`src/lecf_pkg.sv`:
```
// lecf_pkg: shared types and constants of the lift encoder count filter
// used by lecf_filter, lecf_scale and the top level; no dependencies
`timescale 1ns / 1ps

package lecf_pkg;

	localparam int CNT_W  = 16;
	localparam int TGT_W  = 11;
	localparam int CUR_W  = 12;
	localparam int STL_W  = 7;
	localparam int BCK_W  = 8;
	localparam int H_W    = 12;
	localparam int HF_W   = 15;
	localparam int CIDX_W = 3;
	localparam int CDAT_W = 16;

	// configuration register indexes
	localparam logic [CIDX_W-1:0] REG_HOME_COUNT   = 3'd0;
	localparam logic [CIDX_W-1:0] REG_TOP_COUNT    = 3'd1;
	localparam logic [CIDX_W-1:0] REG_TOP_TARGET   = 3'd2;
	localparam logic [CIDX_W-1:0] REG_STALL_LIMIT  = 3'd3;
	localparam logic [CIDX_W-1:0] REG_JUMP_LIMIT   = 3'd4;
	localparam logic [CIDX_W-1:0] REG_BACKSTEP     = 3'd5;
	localparam logic [CIDX_W-1:0] REG_HEIGHT_SCALE = 3'd6;
	localparam logic [CIDX_W-1:0] REG_MM_SCALE     = 3'd7;

	// reset values of the configuration registers
	localparam logic [CNT_W-1:0] RST_HOME_COUNT   = 16'd1000;
	localparam logic [CNT_W-1:0] RST_TOP_COUNT    = 16'd4260;
	localparam logic [TGT_W-1:0] RST_TOP_TARGET   = 11'd70;
	localparam logic [STL_W-1:0] RST_STALL_LIMIT  = 7'd100;
	localparam logic [CNT_W-1:0] RST_JUMP_LIMIT   = 16'd20;
	localparam logic [BCK_W-1:0] RST_BACKSTEP     = 8'd3;
	localparam logic [CNT_W-1:0] RST_HEIGHT_SCALE = 16'd1409;
	localparam logic [CNT_W-1:0] RST_MM_SCALE     = 16'd13959;

	typedef struct packed {
		logic [CNT_W-1:0] home_count;
		logic [CNT_W-1:0] top_count;
		logic [TGT_W-1:0] top_target;
		logic [STL_W-1:0] stall_limit;
		logic [CNT_W-1:0] jump_limit;
		logic [BCK_W-1:0] backstep;
		logic [CNT_W-1:0] height_scale;
		logic [CNT_W-1:0] mm_scale;
	} cfg_t;

	// result of the filter stage, handed to the scaling stage
	typedef struct packed {
		logic [CNT_W-1:0] filt;
		logic             wr;
		logic [CNT_W-1:0] wval;
		logic             ok;
		logic             d_neg;
		logic [CNT_W-1:0] d_mag;
	} filt_res_t;

endpackage

```
`src/lecf_filter.sv`:
```
// lecf_filter: stall, jump and backward-step filter with the count state
// depends on lecf_pkg
`timescale 1ns / 1ps

module lecf_filter (
	input  logic                      clk,
	input  logic                      arst_n,
	input  lecf_pkg::cfg_t            cfg,
	input  logic                      adv,
	input  logic [lecf_pkg::CNT_W-1:0] raw_count,
	input  logic [lecf_pkg::TGT_W-1:0] target_height,
	input  logic signed [lecf_pkg::CUR_W-1:0] current_height,
	output lecf_pkg::filt_res_t       res
);
	import lecf_pkg::*;

	logic [CNT_W-1:0] last_count_q, last_d;
	logic [STL_W-1:0] stall_q, stall_d;

	logic             same;
	logic [STL_W-1:0] c1, c2;
	logic signed [CNT_W:0] diff;
	logic [CNT_W-1:0] adiff;
	logic             rising;
	logic [CNT_W:0]   bsum;
	logic [CNT_W-1:0] bsat;
	logic [CNT_W:0]   dd;

	always_comb begin
		same   = (raw_count == last_count_q);
		diff   = $signed({1'b0, raw_count}) - $signed({1'b0, last_count_q});
		adiff  = diff[CNT_W] ? CNT_W'(-diff) : diff[CNT_W-1:0];
		rising = $signed({current_height[CUR_W-1], current_height})
			< $signed({2'b00, target_height});
		bsum   = {1'b0, last_count_q} + {{(CNT_W+1-BCK_W){1'b0}}, cfg.backstep};
		bsat   = bsum[CNT_W] ? {CNT_W{1'b1}} : bsum[CNT_W-1:0];

		res.filt = raw_count;
		res.wr   = 1'b0;
		res.wval = '0;
		res.ok   = 1'b0;
		last_d   = last_count_q;
		stall_d  = stall_q;
		c1       = stall_q;
		c2       = stall_q;

		if (same) begin
			// stalled at home target
			if (target_height == '0) begin
				c1 = stall_q + 1'b1;
				if (c1 >= cfg.stall_limit) begin
					res.filt = cfg.home_count;
					last_d   = cfg.home_count;
					res.wr   = 1'b1;
					res.wval = cfg.home_count;
					c1       = '0;
				end
			end
			// stalled at top target, sees the home step's counter
			c2 = c1;
			if (target_height == cfg.top_target) begin
				c2 = c1 + 1'b1;
				if (c2 >= cfg.stall_limit) begin
					res.filt = cfg.top_count;
					last_d   = cfg.top_count;
					res.wr   = 1'b1;
					res.wval = cfg.top_count;
					res.ok   = 1'b1;
					c2       = '0;
				end
			end
			stall_d = c2;
		end else begin
			stall_d = '0;
			if (adiff > cfg.jump_limit) begin
				res.filt = last_count_q;
				res.wr   = 1'b1;
				res.wval = last_count_q;
			end else if (rising && diff[CNT_W]) begin
				res.filt = bsat;
				res.wr   = 1'b1;
				res.wval = bsat;
			end else begin
				last_d = raw_count;
			end
			// clamp request below home
			if (res.filt < cfg.home_count) begin
				res.wr   = 1'b1;
				res.wval = cfg.home_count;
			end
		end

		dd        = {1'b0, res.filt} - {1'b0, cfg.home_count};
		res.d_neg = dd[CNT_W];
		res.d_mag = dd[CNT_W] ? CNT_W'(-dd) : dd[CNT_W-1:0];
	end

	always_ff @(posedge clk or negedge arst_n) begin
		if (!arst_n) begin
			last_count_q <= RST_HOME_COUNT;
			stall_q      <= '0;
		end else if (adv) begin
			last_count_q <= last_d;
			stall_q      <= stall_d;
		end
	end

endmodule

```
`src/lecf_scale.sv`:
```
// lecf_scale: signed Q16 scaling with truncation toward zero and saturation
// depends on lecf_pkg
`timescale 1ns / 1ps

module lecf_scale #(
	parameter int OUT_W = 12
) (
	input  logic                        d_neg,
	input  logic [lecf_pkg::CNT_W-1:0]  d_mag,
	input  logic [lecf_pkg::CNT_W-1:0]  k,
	output logic signed [OUT_W-1:0]     y
);
	import lecf_pkg::*;

	localparam logic [CNT_W-1:0] MAXP = CNT_W'((1 << (OUT_W - 1)) - 1);

	logic [2*CNT_W-1:0] prod;
	logic [CNT_W-1:0]   m;
	logic [OUT_W-1:0]   sat_m;

	always_comb begin
		prod = d_mag * k;
		m    = prod[2*CNT_W-1:CNT_W];
		// negative side reaches one step further
		if (!d_neg) sat_m = (m > MAXP) ? OUT_W'(MAXP) : OUT_W'(m);
		else sat_m = (m > MAXP + 1'b1) ? OUT_W'(MAXP + 1'b1) : OUT_W'(m);
		y = d_neg ? $signed(-sat_m) : $signed(sat_m);
	end

endmodule

```
`src/lift_encoder_count_filter.sv`:
```
// lift_encoder_count_filter: top level, config registers and pipeline
// depends on lecf_pkg, lecf_filter, lecf_scale
`timescale 1ns / 1ps

// usage
// input channel: in_valid/in_ready carry one counter sample per item
//   (raw_count, target_height, current_height)
// output channel: out_valid/out_ready carry one result item per sample
//   (filtered_count, write_counter, write_value, height, height_fine, lift_ok)
// config channel: cfg_valid/cfg_ready with cfg_index and cfg_data; cfg_ready
//   is always high; user writes only while no item is in flight, not enforced
// pipeline: input register, filter stage register, output register
//   throughput is one item per clock while out_ready stays high, with the filter
//   state updated as an item leaves the input register
// the scaling multipliers (16x16) sit between the filter stage register
//   and the output register
// reset: config registers take their defaults, last count becomes 1000,
//   stall counter clears, pipeline empties
// receiver stall: the output register holds its item, the stages behind
//   fill up, then in_ready drops; no item is lost or repeated

module lift_encoder_count_filter (
	input  logic                              clk,
	input  logic                              arst_n,
	input  logic                              in_valid,
	output logic                              in_ready,
	input  logic [lecf_pkg::CNT_W-1:0]        raw_count,
	input  logic [lecf_pkg::TGT_W-1:0]        target_height,
	input  logic signed [lecf_pkg::CUR_W-1:0] current_height,
	output logic                              out_valid,
	input  logic                              out_ready,
	output logic [lecf_pkg::CNT_W-1:0]        filtered_count,
	output logic                              write_counter,
	output logic [lecf_pkg::CNT_W-1:0]        write_value,
	output logic signed [lecf_pkg::H_W-1:0]   height,
	output logic signed [lecf_pkg::HF_W-1:0]  height_fine,
	output logic                              lift_ok,
	input  logic                              cfg_valid,
	output logic                              cfg_ready,
	input  logic [lecf_pkg::CIDX_W-1:0]       cfg_index,
	input  logic [lecf_pkg::CDAT_W-1:0]       cfg_data
);
	import lecf_pkg::*;

	cfg_t cfg_q;

	// input register
	logic                    v_s1;
	logic [CNT_W-1:0]        raw_s1;
	logic [TGT_W-1:0]        tgt_s1;
	logic signed [CUR_W-1:0] cur_s1;

	// filter stage register
	logic      v_s2;
	filt_res_t res_s2;
	filt_res_t res_c;

	// output register
	logic                    out_valid_q;
	logic [CNT_W-1:0]        filt_q;
	logic                    wr_q;
	logic [CNT_W-1:0]        wval_q;
	logic signed [H_W-1:0]   h_q;
	logic signed [HF_W-1:0]  hf_q;
	logic                    ok_q;

	logic signed [H_W-1:0]  h_c;
	logic signed [HF_W-1:0] hf_c;

	logic ld_o, ld_s2, ld_s1, adv_s1;

	// a stage can load when it is empty or its item moves on
	assign ld_o     = !out_valid_q || out_ready;
	assign ld_s2    = !v_s2 || ld_o;
	assign ld_s1    = !v_s1 || ld_s2;
	assign adv_s1   = v_s1 && ld_s2;
	assign in_ready = ld_s1;
	assign cfg_ready = 1'b1;

	// configuration registers
	always_ff @(posedge clk or negedge arst_n) begin
		if (!arst_n) begin
			cfg_q.home_count   <= RST_HOME_COUNT;
			cfg_q.top_count    <= RST_TOP_COUNT;
			cfg_q.top_target   <= RST_TOP_TARGET;
			cfg_q.stall_limit  <= RST_STALL_LIMIT;
			cfg_q.jump_limit   <= RST_JUMP_LIMIT;
			cfg_q.backstep     <= RST_BACKSTEP;
			cfg_q.height_scale <= RST_HEIGHT_SCALE;
			cfg_q.mm_scale     <= RST_MM_SCALE;
		end else if (cfg_valid) begin
			case (cfg_index)
				REG_HOME_COUNT:   cfg_q.home_count   <= cfg_data[CNT_W-1:0];
				REG_TOP_COUNT:    cfg_q.top_count    <= cfg_data[CNT_W-1:0];
				REG_TOP_TARGET:   cfg_q.top_target   <= cfg_data[TGT_W-1:0];
				REG_STALL_LIMIT:  cfg_q.stall_limit  <= cfg_data[STL_W-1:0];
				REG_JUMP_LIMIT:   cfg_q.jump_limit   <= cfg_data[CNT_W-1:0];
				REG_BACKSTEP:     cfg_q.backstep     <= cfg_data[BCK_W-1:0];
				REG_HEIGHT_SCALE: cfg_q.height_scale <= cfg_data[CNT_W-1:0];
				REG_MM_SCALE:     cfg_q.mm_scale     <= cfg_data[CNT_W-1:0];
				default: ;
			endcase
		end
	end

	// valid bits of the pipeline
	always_ff @(posedge clk or negedge arst_n) begin
		if (!arst_n) begin
			v_s1        <= 1'b0;
			v_s2        <= 1'b0;
			out_valid_q <= 1'b0;
		end else begin
			if (ld_s1) v_s1 <= in_valid;
			if (ld_s2) v_s2 <= v_s1;
			if (ld_o) out_valid_q <= v_s2;
		end
	end

	// payload registers
	always_ff @(posedge clk) begin
		if (ld_s1 && in_valid) begin
			raw_s1 <= raw_count;
			tgt_s1 <= target_height;
			cur_s1 <= current_height;
		end
		if (adv_s1) res_s2 <= res_c;
		if (ld_o && v_s2) begin
			filt_q <= res_s2.filt;
			wr_q   <= res_s2.wr;
			wval_q <= res_s2.wr ? res_s2.wval : '0;
			h_q    <= h_c;
			hf_q   <= hf_c;
			ok_q   <= res_s2.ok;
		end
	end

	// filter with last count and stall counter, updated as the item leaves s1
	lecf_filter u_filter (
		.clk            (clk),
		.arst_n         (arst_n),
		.cfg            (cfg_q),
		.adv            (adv_s1),
		.raw_count      (raw_s1),
		.target_height  (tgt_s1),
		.current_height (cur_s1),
		.res            (res_c)
	);

	lecf_scale #(.OUT_W(H_W)) u_scale_h (
		.d_neg (res_s2.d_neg),
		.d_mag (res_s2.d_mag),
		.k     (cfg_q.height_scale),
		.y     (h_c)
	);

	lecf_scale #(.OUT_W(HF_W)) u_scale_hf (
		.d_neg (res_s2.d_neg),
		.d_mag (res_s2.d_mag),
		.k     (cfg_q.mm_scale),
		.y     (hf_c)
	);

	assign out_valid      = out_valid_q;
	assign filtered_count = filt_q;
	assign write_counter  = wr_q;
	assign write_value    = wval_q;
	assign height         = h_q;
	assign height_fine    = hf_q;
	assign lift_ok        = ok_q;

endmodule

```
`config.mk`:
```
export PLATFORM = sky130hd
export DESIGN_NAME = lift_encoder_count_filter
export DESIGN_NICKNAME = d
export VERILOG_FILES = /design/src/lecf_pkg.sv /design/src/lecf_filter.sv /design/src/lecf_scale.sv /design/src/lift_encoder_count_filter.sv
export SDC_FILE = /design/constraint.sdc
export NUM_CORES = 2
export LEC_CHECK = 0
export ABC_AREA = 1
export BUFFER_PORTS_ARGS = -buffer_cell sky130_fd_sc_hd__buf_2
export CAP_MARGIN = 20
export CORE_UTILIZATION = 63
export DETAILED_ROUTE_END_ITERATION = 12
export PLACE_DENSITY = 0.82
export SYNTH_ARGS = -nofsm -noshare
export SYNTH_HDL_FRONTEND = slang
export SYNTH_HIERARCHICAL = 1
export SYNTH_SLANG_ARGS = --single-unit
```
`constraint.sdc`:
```
create_clock -name clk -period 17.1 [get_ports clk]
set_input_delay 3.42 -clock clk [delete_from_list [all_inputs] [get_ports clk]]
set_output_delay 3.42 -clock clk [all_outputs]
set_load 0.01 [all_outputs]
```
==> key figures <==
Logic synthesis
  • Most instantiated cells after synthesis: 1554 x nand2_1, 1129 x inv_1, 389 x fa_1
  • Post-synthesis register bit count: 283
  • Number of enable flip-flop cells after synthesis: 151
  • Largest area contributor in the netlist: fa_1
  • Top-count cell post-synth: nand2_1
  • Mean Syn Cell Area: 7.42 um^2
  • Ys flop type: edfxtp_1
  • Post-synthesis sequential area ratio: 22.0%
  • Gate Count Post-Synth: 4837
  • Compound-gate portion of the synthesized area: 5.26%
  • Library cells used by synthesis: 60
  • Synth Area in XOR/XNOR: 2.10%
  • Mux cell area share after synthesis: 0%
  • Top cells by area, synth: fa_1 22%, nand2_1 16%, edfxtp_1 13%
  • Ys async rst share: 46.6%
  • Synth Cell Area: 35900 um^2
  • Post-Synth Adder-Cell Area: 32.3%
  • Synth warn: 6
  • Top cell type's share of synthesized area: 21.7%
  • Synth Area in Simple Gates: 24.3%
  • Syn_nets: 5592
  • Combinational family with the most area after synthesis: adder cells

Worst setup path
  • Crit path DAT: 8.81 ns
  • Crit-path max FO: 36
  • FF-to-FF path depth: 49
  • Critical Path RT: 17.43 ns
  • Slowest-stage cell, CP: o311ai_0
  • Type of the worst setup path: reg2reg
  • Most frequent CP cell: nand2_1
  • Element type at the critical path start: register
  • Worst path max stage delay: 0.66 ns
  • R2R Setup Slk: 8.61 ns
  • R2r startpoint: u_filter/stall_q[0]
  • Critical Path End Type: register
  • FF-to-FF End: res_s2[6]

Timing
  • Ratio of final minimum period to clock period: 49.6%
  • RSZ-0062 raised after global routing: false
  • Fin Setup TNS: 0 ns
  • Final worst clock skew: 0.0221 ns
  • Final hold vios: 0
  • Fmax achieved: 0.118 GHz
  • Final setup viols: 0
  • Max-slew headroom: 37.5%
  • Worst Max-Slew Pin Slew: 0.938 ns
  • Fin. max-slew vios: 0
  • Tmin final: 8.49 ns

Route
  • Final Routed Wirelength: 93700 um
  • Drt drc: 0
  • Via density: 5.41
  • Iter 0 DRT Violations: 2625
  • Router iterations before antenna repair: 6
  • Wire length per cell: 16.7 um
  • DR vias: 30400
  • Final ANT Viol Nets: 0

Finish
  • Multi-input gate area: 23000 um^2
  • Number of fill cells: 4806
  • Final #Nets: 5596
  • Share of layout cells above drive strength 1: 7.17%
  • P&R area growth vs syn: 5.84%
  • Register area: 7890 um^2
  • Final core occ: 67.4%
  • N_diodes: 0

Floorplanning
  • Total die area: 57900 um^2
  • Core area: 56400 um^2
  • Die Y: 241 um
  • Die span in x: 241 um
  • Initial Util: 63.7%
  • Ports: 127
  • Rows: 87

CTS
  • Setup bufs post-CTS: 0
  • Clk sinks: 283
  • CTS H-tree depth: 1
  • CTS Root Cell: clkbuf_16
  • CTS Hold Bufs: 0
  • CTS Buf Count: 31
  • Clock-pin transition on the worst setup and hold timing paths: 0.06 ns
  • Max clock buf depth: 3
  • PostCTS Resize Cnt: 0
  • Worst-Skew Late Latency: 0.59 ns
  • CTS tree: done

Min path
  • Hold EP: filtered_count[15]
  • Worst Hold Depth: 0
  • HP Start: res_s2[50]
  • Hold/Removal Path Class: reg2reg

Run status
  • Status: completed

Job
  • Max cap viols: 0

Global routing
  • Vias in the first global route: 30500
  • Initial antenna violation count: 1
  • First-pass GRT wire length: 152000 um
  • Global Route Usage Sum: 33.3%
  • Overflow after GRT: 0
  • Largest net degree at the start of global routing: 68

Place
  • DP Wirelength: 71700 um
  • # port buffers: 125
  • Gpl congestion: 0.976
==> state kept, by name (all words and copies together), names as in the netlist, 11 cells and up <==
name / flops
tgt_s1: 11
u_filter/last_count_q: 16
filtered_count: 16
cur_s1: 12
height_fine: 15
write_value: 16
res_s2: 51
raw_s1: 16
cfg_q: 106
height: 12
==> worst max-delay path, delay by kind of cell (launching register included) <==
family,cells,cell delay (ns)
AOI/OAI and AO/OA,5,1.46
xor gates and xnor gates,3,0.45
adders and majority gates,5,1.49
buffers and inverters,10,1.29
DFF,1,0.44
and+or+nand+nor,26,3.11
==> logic make-up after synthesis <==
| logic type | after synthesis |
|---|---|
| fa+ha+maj | 692 |
| flops | 283 |
| compound gates | 336 |
| other cells | 1 |
| buf+inv | 1329 |
| xor+xnor | 86 |
| simple gates | 2110 |
==> final cells by class <==
type | count | share of cell area [%]
tap | 756 | 2.49
clock inverter | 16 | 0.504
multi-input combinational | 3225 | 60.4
inverter | 1151 | 11.4
clock buffer | 41 | 2.31
sequential | 283 | 20.8
timing repair buffer | 149 | 2.13
==> routing by layer <==
layer	vias up	global-route usage, %	wire length [um]
met4	2	15.3	4380
met2	1295	57.5	45500
met5	-	0	10
li1	14500	-	-
met1	14400	41.4	36900
met3	279	4.54	6900
==> worst max-delay path by stage <==
stage / startpoint / end / slack [ns]
4_1_cts: u_filter/stall_q[0] / res_s2[6] / 8.82
3_5_place_dp: u_filter/stall_q[0] / res_s2[6] / 8.85
6_report: u_filter/stall_q[0] / res_s2[6] / 8.61
3_3_place_gp: u_filter/stall_q[0] / res_s2[7] / 9.07
5_1_grt: u_filter/stall_q[0] / res_s2[6] / 7.88
2_1_floorplan: out_ready / in_ready / 10.01
==> stage by stage <==
step / instance area (um^2) / std cells / hold slack (ns) / worst slack (ns)
after detailed placement: 36900 / 5564 / 0.406 / 8.85
after CTS: 38000 / 5621 / 0.421 / 8.82
after floorplan: 35900 / 4837 / 0.400 / 10.01
after global routing: 38000 / 5621 / 0.436 / 7.88
final: 38000 / 5621 / 0.419 / 8.61
after global placement: 36900 / 5564 / 0.403 / 9.07
==> layout by cell type (no fill, tap or decap), types with 32 or more instances in the layout <==
| cell type | count |
|---|---|
| o21ai_0 | 110 |
| clkbuf_16 | 32 |
| nand2_2 | 33 |
| dfstp_2 | 38 |
| nand3_1 | 215 |
| dfrtp_1 | 94 |
| edfxtp_1 | 151 |
| xor2_1 | 55 |
| ha_1 | 303 |
| a21oi_1 | 140 |
| fa_1 | 389 |
| nand2_1 | 1554 |
| nor2_1 | 180 |
| inv_1 | 1128 |
| buf_2 | 124 |
Power is left out: the tool's default activity adds up to more than one toggle a clock period on the data nets, which glitch-free logic cannot reach.
